==> src/design/tcps_pkg.sv <==
`timescale 1ns / 1ps
// ----------------------------------------------------------------------------
// tcps_pkg
// Shared types and constants for the constant-pad scatter address generator.
// ----------------------------------------------------------------------------
package tcps_pkg;

  localparam int DATA_BITS    = 32;
  localparam int INDEX_BITS   = 24;
  localparam int AXIS_BITS    = 12;
  localparam int CFG_IDX_BITS = 4;

  localparam logic [CFG_IDX_BITS-1:0] REG_FILL_VALUE   = CFG_IDX_BITS'(0);
  localparam logic [CFG_IDX_BITS-1:0] REG_PAD_BEFORE_0 = CFG_IDX_BITS'(1);
  localparam logic [CFG_IDX_BITS-1:0] REG_PAD_BEFORE_1 = CFG_IDX_BITS'(2);
  localparam logic [CFG_IDX_BITS-1:0] REG_PAD_AFTER_1  = CFG_IDX_BITS'(3);
  localparam logic [CFG_IDX_BITS-1:0] REG_PAD_BEFORE_2 = CFG_IDX_BITS'(4);
  localparam logic [CFG_IDX_BITS-1:0] REG_PAD_AFTER_2  = CFG_IDX_BITS'(5);
  localparam logic [CFG_IDX_BITS-1:0] REG_SIZE_1       = CFG_IDX_BITS'(6);
  localparam logic [CFG_IDX_BITS-1:0] REG_SIZE_2       = CFG_IDX_BITS'(7);

  localparam logic OP_FILL = 1'b0;
  localparam logic OP_COPY = 1'b1;

  typedef struct packed {
    logic                 opcode;
    logic                 start_req;
    logic [DATA_BITS-1:0] in_value;
  } in_word_t;

  typedef struct packed {
    logic [INDEX_BITS-1:0] dest_index;
    logic [DATA_BITS-1:0]  out_value;
    logic                  out_of_range;
  } out_word_t;

  typedef struct packed {
    logic [DATA_BITS-1:0]  fill_value;
    logic [INDEX_BITS:0]   base;
    logic [INDEX_BITS:0]   plane_jump;
    logic [AXIS_BITS:0]    row_side;
    logic [AXIS_BITS:0]    size_1;
    logic [AXIS_BITS:0]    size_2;
  } pad_geom_t;

endpackage

==> src/design/tcps_cfg.sv <==
`timescale 1ns / 1ps
// ----------------------------------------------------------------------------
// tcps_cfg
// Configuration registers and a three-stage pipeline for base offset and jumps.
// ----------------------------------------------------------------------------
module tcps_cfg #(
  parameter int AXES = 3
) (
  input  logic                                clk,
  input  logic                                rst_n,
  input  logic                                cfg_valid,
  input  logic [tcps_pkg::CFG_IDX_BITS-1:0]   cfg_index,
  input  logic [tcps_pkg::DATA_BITS-1:0]      cfg_data,
  output tcps_pkg::pad_geom_t                 geom,
  output logic                                busy
);
  import tcps_pkg::*;

  localparam int TW  = AXIS_BITS + 2;
  localparam int P1W = 2 * AXIS_BITS + 3;
  localparam int BW  = 3 * AXIS_BITS + 6;
  localparam logic [AXIS_BITS:0]  SMAX  = {1'b1, {AXIS_BITS{1'b0}}};
  localparam logic [AXIS_BITS:0]  SONE  = (AXIS_BITS+1)'(1);
  localparam logic [INDEX_BITS:0] IOVER = {1'b1, {INDEX_BITS{1'b0}}};

  function automatic logic [AXIS_BITS:0] clamp_size(input logic [AXIS_BITS:0] v);
    logic [AXIS_BITS:0] r;
    if (v == '0) r = SONE;
    else if (v > SMAX) r = SMAX;
    else r = v;
    return r;
  endfunction

  logic [DATA_BITS-1:0] fill_value_r;
  logic [AXIS_BITS-1:0] pb0_r, pb1_r, pa1_r, pb2_r, pa2_r;
  logic [AXIS_BITS:0]   size1_r, size2_r;
  logic [1:0]           busy_r, busy_nxt;

  logic [AXIS_BITS:0]   s1_e, s2_e;
  logic [AXIS_BITS-1:0] pb0_e, pb1_e, pa1_e;

  logic [TW-1:0]        row_len_r, t1_r;
  logic [AXIS_BITS:0]   side_r, mid_r;
  logic [P1W-1:0]       p1_r, plane_r;
  logic [BW-1:0]        base_full;
  logic [INDEX_BITS:0]  base_r, plane_sat_r;

  assign s1_e  = (AXES >= 2) ? clamp_size(size1_r) : SONE;
  assign s2_e  = clamp_size(size2_r);
  assign pb0_e = (AXES >= 3) ? pb0_r : '0;
  assign pb1_e = (AXES >= 2) ? pb1_r : '0;
  assign pa1_e = (AXES >= 2) ? pa1_r : '0;

  assign base_full = BW'(p1_r) * BW'(row_len_r) + BW'(pb2_r);

  assign busy_nxt = cfg_valid ? 2'd3 : ((busy_r != 2'd0) ? busy_r - 2'd1 : 2'd0);

  always_ff @(posedge clk) begin
    if (!rst_n) begin
      fill_value_r <= '0;
      pb0_r        <= '0;
      pb1_r        <= '0;
      pa1_r        <= '0;
      pb2_r        <= '0;
      pa2_r        <= '0;
      size1_r      <= SONE;
      size2_r      <= SONE;
      busy_r       <= 2'd3;
    end else begin
      busy_r <= busy_nxt;
      if (cfg_valid) begin
        unique case (cfg_index)
          REG_FILL_VALUE:   fill_value_r <= cfg_data;
          REG_PAD_BEFORE_0: pb0_r        <= cfg_data[AXIS_BITS-1:0];
          REG_PAD_BEFORE_1: pb1_r        <= cfg_data[AXIS_BITS-1:0];
          REG_PAD_AFTER_1:  pa1_r        <= cfg_data[AXIS_BITS-1:0];
          REG_PAD_BEFORE_2: pb2_r        <= cfg_data[AXIS_BITS-1:0];
          REG_PAD_AFTER_2:  pa2_r        <= cfg_data[AXIS_BITS-1:0];
          REG_SIZE_1:       size1_r      <= cfg_data[AXIS_BITS:0];
          REG_SIZE_2:       size2_r      <= cfg_data[AXIS_BITS:0];
          default: ;
        endcase
      end
    end
  end

  // derived geometry, free running behind the registers
  always_ff @(posedge clk) begin
    row_len_r   <= TW'(s2_e) + TW'(pb2_r) + TW'(pa2_r);
    t1_r        <= TW'(s1_e) + TW'(pb1_e) + TW'(pa1_e);
    side_r      <= (AXIS_BITS+1)'(pb2_r) + (AXIS_BITS+1)'(pa2_r);
    mid_r       <= (AXIS_BITS+1)'(pb1_e) + (AXIS_BITS+1)'(pa1_e);
    p1_r        <= P1W'(pb0_e) * P1W'(t1_r) + P1W'(pb1_e);
    plane_r     <= P1W'(mid_r) * P1W'(row_len_r);
    base_r      <= (base_full > BW'(IOVER)) ? IOVER : base_full[INDEX_BITS:0];
    plane_sat_r <= (plane_r > P1W'(IOVER)) ? IOVER : plane_r[INDEX_BITS:0];
  end

  assign geom.fill_value = fill_value_r;
  assign geom.base       = base_r;
  assign geom.plane_jump = plane_sat_r;
  assign geom.row_side   = side_r;
  assign geom.size_1     = s1_e;
  assign geom.size_2     = s2_e;
  assign busy            = (busy_r != 2'd0);

endmodule

==> src/design/tcps_core.sv <==
`timescale 1ns / 1ps
// ----------------------------------------------------------------------------
// tcps_core
// Input register, index generation and result register with stall control.
// ----------------------------------------------------------------------------
module tcps_core (
  input  logic                 clk,
  input  logic                 rst_n,
  input  logic                 hold,
  input  tcps_pkg::pad_geom_t  geom,
  input  logic                 in_valid,
  output logic                 in_ready,
  input  tcps_pkg::in_word_t   in_data,
  output logic                 out_valid,
  input  logic                 out_ready,
  output tcps_pkg::out_word_t  out_data
);
  import tcps_pkg::*;

  localparam int SW = INDEX_BITS + 2;
  localparam logic [INDEX_BITS-1:0] IMAX = {INDEX_BITS{1'b1}};

  logic                  stg_valid_r;
  in_word_t              stg_word_r;
  logic                  out_valid_r;
  out_word_t             out_data_r, out_nxt;

  logic [INDEX_BITS-1:0] fill_cnt_r, fill_cnt_nxt;
  logic                  fill_over_r, fill_over_nxt;
  logic [AXIS_BITS-1:0]  coord_mid_r, coord_mid_nxt;
  logic [AXIS_BITS-1:0]  coord_in_r, coord_in_nxt;
  logic [INDEX_BITS-1:0] copy_idx_r, copy_idx_nxt;
  logic                  copy_over_r, copy_over_nxt;

  logic [INDEX_BITS-1:0] cur_fill, cur_copy;
  logic                  cur_fill_over, cur_copy_over;
  logic [AXIS_BITS-1:0]  cur_mid, cur_in;
  logic [AXIS_BITS:0]    in_inc, mid_inc;
  logic                  wrap_in, wrap_mid, copy_flag;
  logic [SW-1:0]         sum, inc, next_copy;
  logic                  advance, proc;

  assign advance  = !out_valid_r || out_ready;
  assign proc     = stg_valid_r && advance;
  assign in_ready = !hold && (!stg_valid_r || advance);

  always_comb begin
    cur_fill      = stg_word_r.start_req ? '0   : fill_cnt_r;
    cur_fill_over = stg_word_r.start_req ? 1'b0 : fill_over_r;
    cur_copy      = stg_word_r.start_req ? '0   : copy_idx_r;
    cur_copy_over = stg_word_r.start_req ? 1'b0 : copy_over_r;
    cur_mid       = stg_word_r.start_req ? '0   : coord_mid_r;
    cur_in        = stg_word_r.start_req ? '0   : coord_in_r;

    in_inc    = (AXIS_BITS+1)'(cur_in) + (AXIS_BITS+1)'(1);
    mid_inc   = (AXIS_BITS+1)'(cur_mid) + (AXIS_BITS+1)'(1);
    wrap_in   = !(in_inc < geom.size_2);
    wrap_mid  = !(mid_inc < geom.size_1);
    sum       = SW'(geom.base) + SW'(cur_copy);
    copy_flag = cur_copy_over || (sum > SW'(IMAX));
    inc       = SW'(1)
              + (wrap_in ? SW'(geom.row_side) : '0)
              + ((wrap_in && wrap_mid) ? SW'(geom.plane_jump) : '0);
    next_copy = SW'(cur_copy) + inc;

    fill_cnt_nxt  = cur_fill;
    fill_over_nxt = cur_fill_over;
    coord_mid_nxt = cur_mid;
    coord_in_nxt  = cur_in;
    copy_idx_nxt  = cur_copy;
    copy_over_nxt = cur_copy_over;

    if (stg_word_r.opcode == OP_FILL) begin
      out_nxt.dest_index   = cur_fill_over ? IMAX : cur_fill;
      out_nxt.out_value    = geom.fill_value;
      out_nxt.out_of_range = cur_fill_over;
      if (cur_fill == IMAX) begin
        fill_over_nxt = 1'b1;
      end else begin
        fill_cnt_nxt = cur_fill + INDEX_BITS'(1);
      end
    end else begin
      out_nxt.dest_index   = copy_flag ? IMAX : sum[INDEX_BITS-1:0];
      out_nxt.out_value    = stg_word_r.in_value;
      out_nxt.out_of_range = copy_flag;
      if (!wrap_in) begin
        coord_in_nxt = in_inc[AXIS_BITS-1:0];
      end else begin
        coord_in_nxt = '0;
        coord_mid_nxt = wrap_mid ? '0 : mid_inc[AXIS_BITS-1:0];
      end
      if (next_copy > SW'(IMAX)) begin
        copy_idx_nxt  = IMAX;
        copy_over_nxt = 1'b1;
      end else begin
        copy_idx_nxt = next_copy[INDEX_BITS-1:0];
      end
    end
  end

  always_ff @(posedge clk) begin
    if (!rst_n) begin
      stg_valid_r <= 1'b0;
      out_valid_r <= 1'b0;
      fill_cnt_r  <= '0;
      fill_over_r <= 1'b0;
      coord_mid_r <= '0;
      coord_in_r  <= '0;
      copy_idx_r  <= '0;
      copy_over_r <= 1'b0;
    end else begin
      if (in_valid && in_ready) begin
        stg_valid_r <= 1'b1;
      end else if (proc) begin
        stg_valid_r <= 1'b0;
      end
      if (proc) begin
        out_valid_r <= 1'b1;
        fill_cnt_r  <= fill_cnt_nxt;
        fill_over_r <= fill_over_nxt;
        coord_mid_r <= coord_mid_nxt;
        coord_in_r  <= coord_in_nxt;
        copy_idx_r  <= copy_idx_nxt;
        copy_over_r <= copy_over_nxt;
      end else if (out_ready) begin
        out_valid_r <= 1'b0;
      end
    end
  end

  // payload registers
  always_ff @(posedge clk) begin
    if (in_valid && in_ready) begin
      stg_word_r <= in_data;
    end
    if (proc) begin
      out_data_r <= out_nxt;
    end
  end

  assign out_valid = out_valid_r;
  assign out_data  = out_data_r;

endmodule

==> src/design/tensor_constant_pad_scatter_top.sv <==
`timescale 1ns / 1ps
// input then result register; one word per cycle while out_ready is high
// the input register takes a new word while a finished result waits on out_ready
// a config write holds in_ready low while the offset pipeline settles
// reset: synchronous active-low; counters cleared, sizes 1, pads and fill 0,
// inputs held off while the busy counter counts down after reset
// ----------------------------------------------------------------------------
// tensor_constant_pad_scatter_top
// Write-address generator for constant padding of a three-axis tensor.
// ----------------------------------------------------------------------------
module tensor_constant_pad_scatter_top #(
  parameter int AXES = 3
) (
  input  logic                               clk,
  input  logic                               rst_n,
  input  logic                               in_valid,
  output logic                               in_ready,
  input  tcps_pkg::in_word_t                 in_data,
  output logic                               out_valid,
  input  logic                               out_ready,
  output tcps_pkg::out_word_t                out_data,
  input  logic                               cfg_valid,
  output logic                               cfg_ready,
  input  logic [tcps_pkg::CFG_IDX_BITS-1:0]  cfg_index,
  input  logic [tcps_pkg::DATA_BITS-1:0]     cfg_data
);
  import tcps_pkg::*;

  pad_geom_t geom;
  logic      busy;

  assign cfg_ready = 1'b1;

  tcps_cfg #(
    .AXES (AXES)
  ) u_cfg (
    .clk       (clk),
    .rst_n     (rst_n),
    .cfg_valid (cfg_valid),
    .cfg_index (cfg_index),
    .cfg_data  (cfg_data),
    .geom      (geom),
    .busy      (busy)
  );

  tcps_core u_core (
    .clk       (clk),
    .rst_n     (rst_n),
    .hold      (busy),
    .geom      (geom),
    .in_valid  (in_valid),
    .in_ready  (in_ready),
    .in_data   (in_data),
    .out_valid (out_valid),
    .out_ready (out_ready),
    .out_data  (out_data)
  );

endmodule

==> config.mk <==
export PLATFORM = sky130hd
export DESIGN_NAME = tensor_constant_pad_scatter_top
export DESIGN_NICKNAME = d
export VERILOG_FILES = /design/src/design/tcps_pkg.sv /design/src/design/tcps_cfg.sv /design/src/design/tcps_core.sv /design/src/design/tensor_constant_pad_scatter_top.sv
export SDC_FILE = /design/constraint.sdc
export NUM_CORES = 2
export LEC_CHECK = 0
export ABC_CLOCK_PERIOD_IN_PS = 8100
export BUFFER_PORTS_ARGS = -buffer_cell sky130_fd_sc_hd__buf_2
export CAP_MARGIN = 5
export CORE_UTILIZATION = 30
export CTS_CLUSTER_SIZE = 12
export DETAILED_ROUTE_END_ITERATION = 10
export GPL_ROUTABILITY_DRIVEN = 0
export PLACE_DENSITY_LB_ADDON = 0.3
export SYNTH_ARGS = -nofsm -noshare
export SYNTH_HDL_FRONTEND = slang
export SYNTH_SLANG_ARGS = --single-unit
==> constraint.sdc <==
create_clock -name clk -period 8.1 [get_ports clk]
set_input_delay 0.405 -clock clk [delete_from_list [all_inputs] [get_ports clk]]
set_output_delay 0.405 -clock clk [all_outputs]
set_load 0.05 [all_outputs]
; ---- Word-level counts from Yosys, hierarchy flattened
; Cells that the tools add are included.
[totals]
ff_bits = 445
latchBits = 0
ram_bits = 0
rom_bits = 0
in_bits = 75
out_inout_bits = 60
elab_cells = 127
memories = 0
[op_classes]
add_sub_neg = 16
multipliers = 3
div_mod_pow = 0
order_cmp = 8
n_eq_ne = 8
shift = 0
muxes = 33
n_bitwise = 1
reduce_logical = 27
[ops]
columns = cell, count
row1 = 24-bit two-way mux, 8
row2 = 12-bit two-way mux, 7
row3 = 13-bit two-way mux, 5
row4 = 57-bit two-way mux, 1
row5 = 26-bit by 24-bit greater-than comparator with 1-bit output (second input constant), 2
row6 = 41-bit by 12-bit adder with 42-bit output, 1
row7 = 42-bit by 25-bit greater-than comparator with 1-bit output (second input constant), 1
row8 = 27-bit by 14-bit multiplier with 41-bit output, 1
row9 = 13-bit by 12-bit adder with 14-bit output, 2
row10 = 14-bit by 12-bit adder with 14-bit output, 2
row11 = 26-bit by 12-bit adder with 27-bit output, 1
row12 = 27-bit by 25-bit greater-than comparator with 1-bit output (second input constant), 1
row13 = 13-bit by 14-bit multiplier with 27-bit output, 1
row14 = 1-bit by 26-bit adder with 26-bit output (first input constant), 1
row15 = 12-bit by 1-bit adder with 13-bit output (second input constant), 2
row16 = 12-bit by 12-bit adder with 13-bit output, 2
row17 = 24-bit by 26-bit adder with 26-bit output, 1
row18 = 25-bit by 24-bit adder with 26-bit output, 1
row19 = 26-bit adder, 1
row20 = 13-bit greater-than comparator (second input constant), 2
row21 = 13-bit zero test, 2
row22 = 13-bit < comparator, 2
row23 = 12-bit by 14-bit multiplier with 26-bit output, 1
row24 = 25-bit two-way mux, 1
row25 = 16 further kinds, 47

; ---- Depth between registers and ports, before layout
[depth]
word_depth = 12
depth_mapped = 34
ltp_nobuf = 30

; ---- By module
; A second synthesis with hierarchy kept.
[hier_totals]
cells_unflattened = 5063
hier_area_um2 = 46290.6
[by_module_without_submodules]
columns = mod, n_inst, cells_each, area_per_inst_um2, seq_area_each_um2
row1 = tcps_cfg, 1, 3861, 35012.3, 5565.3
row2 = tcps_core, 1, 1200, 11267.1, 4254.1
row3 = tensor_constant_pad_scatter_top, 1, 2, 11.3, 0.0

; ---- Worst setup path after synthesis
; OpenSTA, ideal clock, no wires.
[synth_path]
path_type = reg-to-reg
start = register u_core.stg_word_r[32] in the netlist's numbering
end = register u_core.copy_idx_r[14]
t_arrival_ns = 7.429
t_required_ns = 7.984
slack_ns = 0.555
path_stages_with_launch = 33
path_cell_list = edfxtp_1 -> clkbuf_1 -> buf_1 -> clkbuf_1 -> clkbuf_1 -> nor2b_1 -> ha_1 -> and3_1 -> nand3_1 -> nor2_1 -> xnor2_1 -> ha_1 -> nand2_1 -> a211oi_1 -> a2111oi_0 -> o21a_1 -> o41ai_2 -> clkbuf_1 -> clkbuf_1 -> nand2_1 -> fa_1 -> inv_1 -> ha_1 -> a21oi_1 -> o22ai_1 -> a2111oi_0 -> o21ai_1 -> a41o_1 -> a311oi_1 -> mux2i_1 -> nor2_1 -> nand2_1 -> a41o_1
[synth_between]
elab_chain_cells = 11
elab_cells_between_ends = 18
[synth_lines]
columns = item, line_no
row1 = "start, declared", tcps_core.sv:24  ; in_word_t stg_word_r;
row2 = "start signal, assigned", tcps_core.sv:134  ; stg_word_r <= in_data;
row3 = branches (longest 10 deep; another with 1-bit by 26-bit adder with 26-bit output), n/a
row4 = 24-bit two-way mux (*), tcps_core.sv:73  ; if (stg_word_r.opcode == OP_FILL) begin
row5 = "end signal, assigned", tcps_core.sv:123  ; copy_idx_r <= copy_idx_nxt;
row6 = "end, declared", tcps_core.sv:32  ; logic [INDEX_BITS-1:0] copy_idx_r, copy_idx_nxt;
; Every way passes the cells marked *.
; A chain may end at the register's enable or synchronous reset.

; ---- Worst setup path in the final report
[layout_path]
start = register u_cfg.p1_r[15]
end = register u_cfg.base_r[18]
[layout_between]
elab_chain_cells = 3
[layout_lines]
columns = item, line_no
row1 = "start, declared", tcps_cfg.sv:44  ; logic [P1W-1:0] p1_r, plane_r;
row2 = "start signal, assigned", tcps_cfg.sv:93  ; p1_r <= P1W'(pb0_e) * P1W'(t1_r) + P1W'(pb1_e);
row3 = 27-bit by 14-bit multiplier with 41-bit output (*), tcps_cfg.sv:54  ; assign base_full = BW'(p1_r) * BW'(row_len_r) + BW'(pb2_r);
row4 = 41-bit by 12-bit adder with 42-bit output (*), tcps_cfg.sv:54
row5 = 42-bit by 25-bit greater-than comparator with 1-bit output, tcps_cfg.sv:95  ; base_r <= (base_full > BW'(IOVER)) ? IOVER : base_full[INDEX_BITS:0];
row6 = "end signal, assigned", tcps_cfg.sv:95
row7 = "end, declared", tcps_cfg.sv:46  ; logic [INDEX_BITS:0] base_r, plane_sat_r;
; Mark *: on every way between the ends. The rest lies on a longest branch, timed or not.

==> qor.csv <==
stage;metric;value;unit
layout;area grow syn2layout;10.9;%
yosys;number of enable flip-flop cells after synthesis;91;
critical_path;crit-path leading delay family;adder cells;
clock_network;clk slew on worst S/H paths;0.06;ns
yosys;Seq/Total Area, Yosys;0.215;
grt;GRT overflow;0;
yosys;Syn Inst Count;5063;
yosys;cell area after synthesis;0.0458;mm2
route;Vias;34300;
clock_network;clk root buf;clkbuf_16;
timing;headroom to the max-slew limit;0.261;
clock_network;TritonCTS clock tree;yes;
floorplan;full die area;0.154;mm2
floorplan;# rows;142;
timing;Worst-Margin Slew;1.11;ns
route;Post-DRT Antenna Nets;0;
floorplan;core area;0.151;mm2
yosys;Post-synth ARST share;0;
layout;share of layout cells above drive strength 1;0.0724;
timing;Setup Skew;0.0314;ns
power_and_ir_drop;leak pwr;0.0240;uW
yosys;Netlist cell types;90;
layout;Util after Layout;0.337;
timing;Final Cycle Share;0.947;
power_and_ir_drop;maximum vdd drop;0.000140;V
route;final wirelength;121000;um
critical_path;crit-path max FO;25;
floorplan;Die Ht;393;um
critical_path;most frequent CP cell;fa_1;
layout;FILL cells;15700;
timing;Max Freq;130;MHz
critical_path;WP data required;8.60;ns
yosys;Synth Area per Inst;9.04;um2
route;drt via density;4.77;
yosys;Seq cells post-synth;445;
floorplan;initial core utilization;0.304;
critical_path;Buf/Inv on CP;6;
layout;nets;6224;
clock_network;Max Root-Sink Buffers;3;
critical_path;CP cell instances;nand2_1, fa_1, inv_1, fa_1, fa_1, inv_1, fa_1, inv_1, fa_1, inv_1, fa_1, inv_1, ha_1, nand2_1, nor2_1, a211oi_1, nand3b_1, or3_1, a21o_1, a2111oi_0, o2111ai_1, or4_1, buf_4, nor4b_2;
critical_path;slowest stage delay, CP;0.68;ns
grt;initial antenna violation count;4;
critical_path;Crit Path Category;reg2reg;
floorplan;Die Width;393;um
timing;RSZ-0062 raised after global routing;false;
grt;global-route wire length before repair;197000;um
grt;pin count of the biggest net entering global routing;99;
grt;overall routing resource usage;0.160;
timing;Final Max Tran Viols;0;
power_and_ir_drop;Power Density;98.9;mW/mm2
yosys;syn_nets;6158;
grt;vias in the first global route;35900;
flow_run;MaxCap Viol Count;0;
route;DRC viols;0;
route;DR WL/cell;16.8;um
timing;min Tclk post-route;7.67;ns
critical_path;Setup crit end kind;flip-flop;
floorplan;# IOs;135;
route;Initial DRT Pass Iterations;5;
critical_path;crit path launch type;flip-flop;
clock_network;Worst-Skew Late Latency;0.63;ns
placed_design;post-DP HPWL;95700;um
route;Detailed Route Iter0 Violations;1704;
timing;Setup TNS Final;0;ns
clock_network;total CTS buffers;51;
layout;most frequent cells in the layout;nand2_1, inv_1, fa_1, ha_1, dfxtp_1;
run_status;status;finished clean;
timing;Setup violations, final;0;
min_path;Hold WC Path Type;in2reg;
critical_path;arrival time worst endpoint;8.17;ns
clock_network;H-tree levels;2;
timing;Hold Fails Final Rpt;0;
critical_path;slowest library cell on the worst path;dfxtp_1;
yosys;Synth Flop Type;dfxtp_1;
layout;most common cell after layout, fill and taps aside;nand2_1;
placed_design;number of port buffers;133;
yosys;Yosys warnings;0;
clock_network;CTS Sinks;445;
==> cells in the mapped netlist (12+ instances only) <==
library cell  count  share of area
a31oi_1          17         0.0023
nor2b_1          43         0.0059
a22oi_1          14         0.0023
xor2_1           51         0.0098
a211o_1          12         0.0023
and3_1           48         0.0066
o21bai_1         15         0.0025
clkbuf_1        220          0.018
nand2_1         775          0.064
nand3_1          59         0.0065
nor4_1           20         0.0027
a21boi_0         13         0.0021
nand4_1          20         0.0027
o21ai_1          16         0.0017
o21a_1           27         0.0044
mux2i_1          55          0.012
nor2_1          237          0.019
nor3_1           49         0.0054
xnor2_1         120          0.023
a21o_1           66          0.011
dfxtp_1         354           0.15
fa_1            612           0.27
edfxtp_1         91          0.060
inv_1           736          0.060
ha_1            408           0.11
a211oi_1         25         0.0041
nand2b_1         29         0.0040
mux2_2           33         0.0081
o21ai_0         103          0.011
a21oi_1         231          0.025
o211ai_1         14         0.0023
a311o_1          13         0.0028
and2_1          321          0.044
nor3_2           16         0.0035
==> final cells by class <==
cell class                      instances  area (um2)  area share
Sequential cell                       445        9820       0.194
Inverter                              738        2780      0.0547
Clock inverter                         20         231     0.00456
Timing Repair Buffer                  254        1720      0.0339
Multi-Input combinational cell       3639       32300       0.636
Antenna cell                            2        5.00   0.0000986
Clock buffer                           68        1400      0.0276
Tap cell                             2016        2520      0.0497
==> where the power goes <==
part / internal (uW) / switching (uW) / total [uW]
clock: 1310 / 1000 / 2310
sequential: 2290 / 61.1 / 2350
combinational: 136 / 222 / 358
total: 3740 / 1280 / 5020
==> cell families (layout without fill, tap and decap cells) <==
logic type	after synthesis	after routing	synth area share
flip-flops	445	445	0.215
multiplexers	88	88	0.0201
AND/OR/NAND/NOR	1687	1687	0.176
XOR/XNOR	171	171	0.0327
other	1	3	0.0000819
buffers and inverters	979	1080	0.0810
adder cells (fa/ha/maj)	1021	1021	0.379
AO/OA/AOI/OAI	671	671	0.0957
==> flip-flops by register name, indices dropped and copies added, names as in the netlist, 14 cells and up <==
register / count
u_cfg.row_len_r: 14
u_cfg.t1_r: 14
u_cfg.plane_sat_r: 25
u_core.stg_word_r: 34
u_cfg.fill_value_r: 32
u_cfg.plane_r: 27
u_cfg.base_r: 25
u_core.fill_cnt_r: 24
u_core.out_data: 57
u_cfg.p1_r: 27
u_core.copy_idx_r: 24
==> worst register-to-register path: stages, from the launching register on <==
cell and delay (ns):
dfxtp_1 0.68, nand2_1 0.14, fa_1 0.50, inv_1 0.06, fa_1 0.50, fa_1 0.54
inv_1 0.05, fa_1 0.54, inv_1 0.06, fa_1 0.54, inv_1 0.06, fa_1 0.54
inv_1 0.05, ha_1 0.39, nand2_1 0.14, nor2_1 0.07, a211oi_1 0.35, nand3b_1 0.16
or3_1 0.38, a21o_1 0.19, a2111oi_0 0.45, o2111ai_1 0.17, or4_1 0.42, buf_4 0.27
nor4b_2 0.33
==> layer usage <==
layer / GRT usage / up-vias / wire length [um]
met2: 0.272 / 674 / 57500
met1: 0.213 / 17100 / 54900
met3: 0.0196 / 152 / 5290
met5: 0 / - / 31
li1: - / 16400 / -
met4: 0.0439 / 4 / 3130
==> worst paths after layout <==
check | startpoint | to | slack [ns] | cells after the start
min reg2reg | u_core.copy_idx_r[16] | u_core.copy_idx_r[16] | 0.45 | 2
max | u_cfg.p1_r[15] | u_cfg.base_r[18] | 0.43 | 24
min | cfg_data[14] | u_cfg.fill_value_r[14] | 0.05 | 3
max reg2reg | u_cfg.p1_r[15] | u_cfg.base_r[18] | 0.43 | 24
==> metrics by stage <==
step	hold slack, ns	setup slack [ns]	std cells	instance area [um2]	total power [uW]
after floorplan	0.410	0.555	5063	45800	2590
after global placement	0.435	0.408	7040	48600	2740
after detailed placement	0.438	0.325	7040	48600	2740
after CTS	0.000812	0.263	7179	50700	5090
after global routing	0.0410	0.0239	7181	50700	5210
final	0.0481	0.431	7182	50700	5020
==> timing repair <==
action                                 CTS  global route
endpoints found under the hold margin   51             0
setup endpoints to repair                0            25
resized for setup                        0             6
buffers inserted                         0             1
hold buffers                            51             0
No activity file was read; power rests on OpenSTA's default activity.
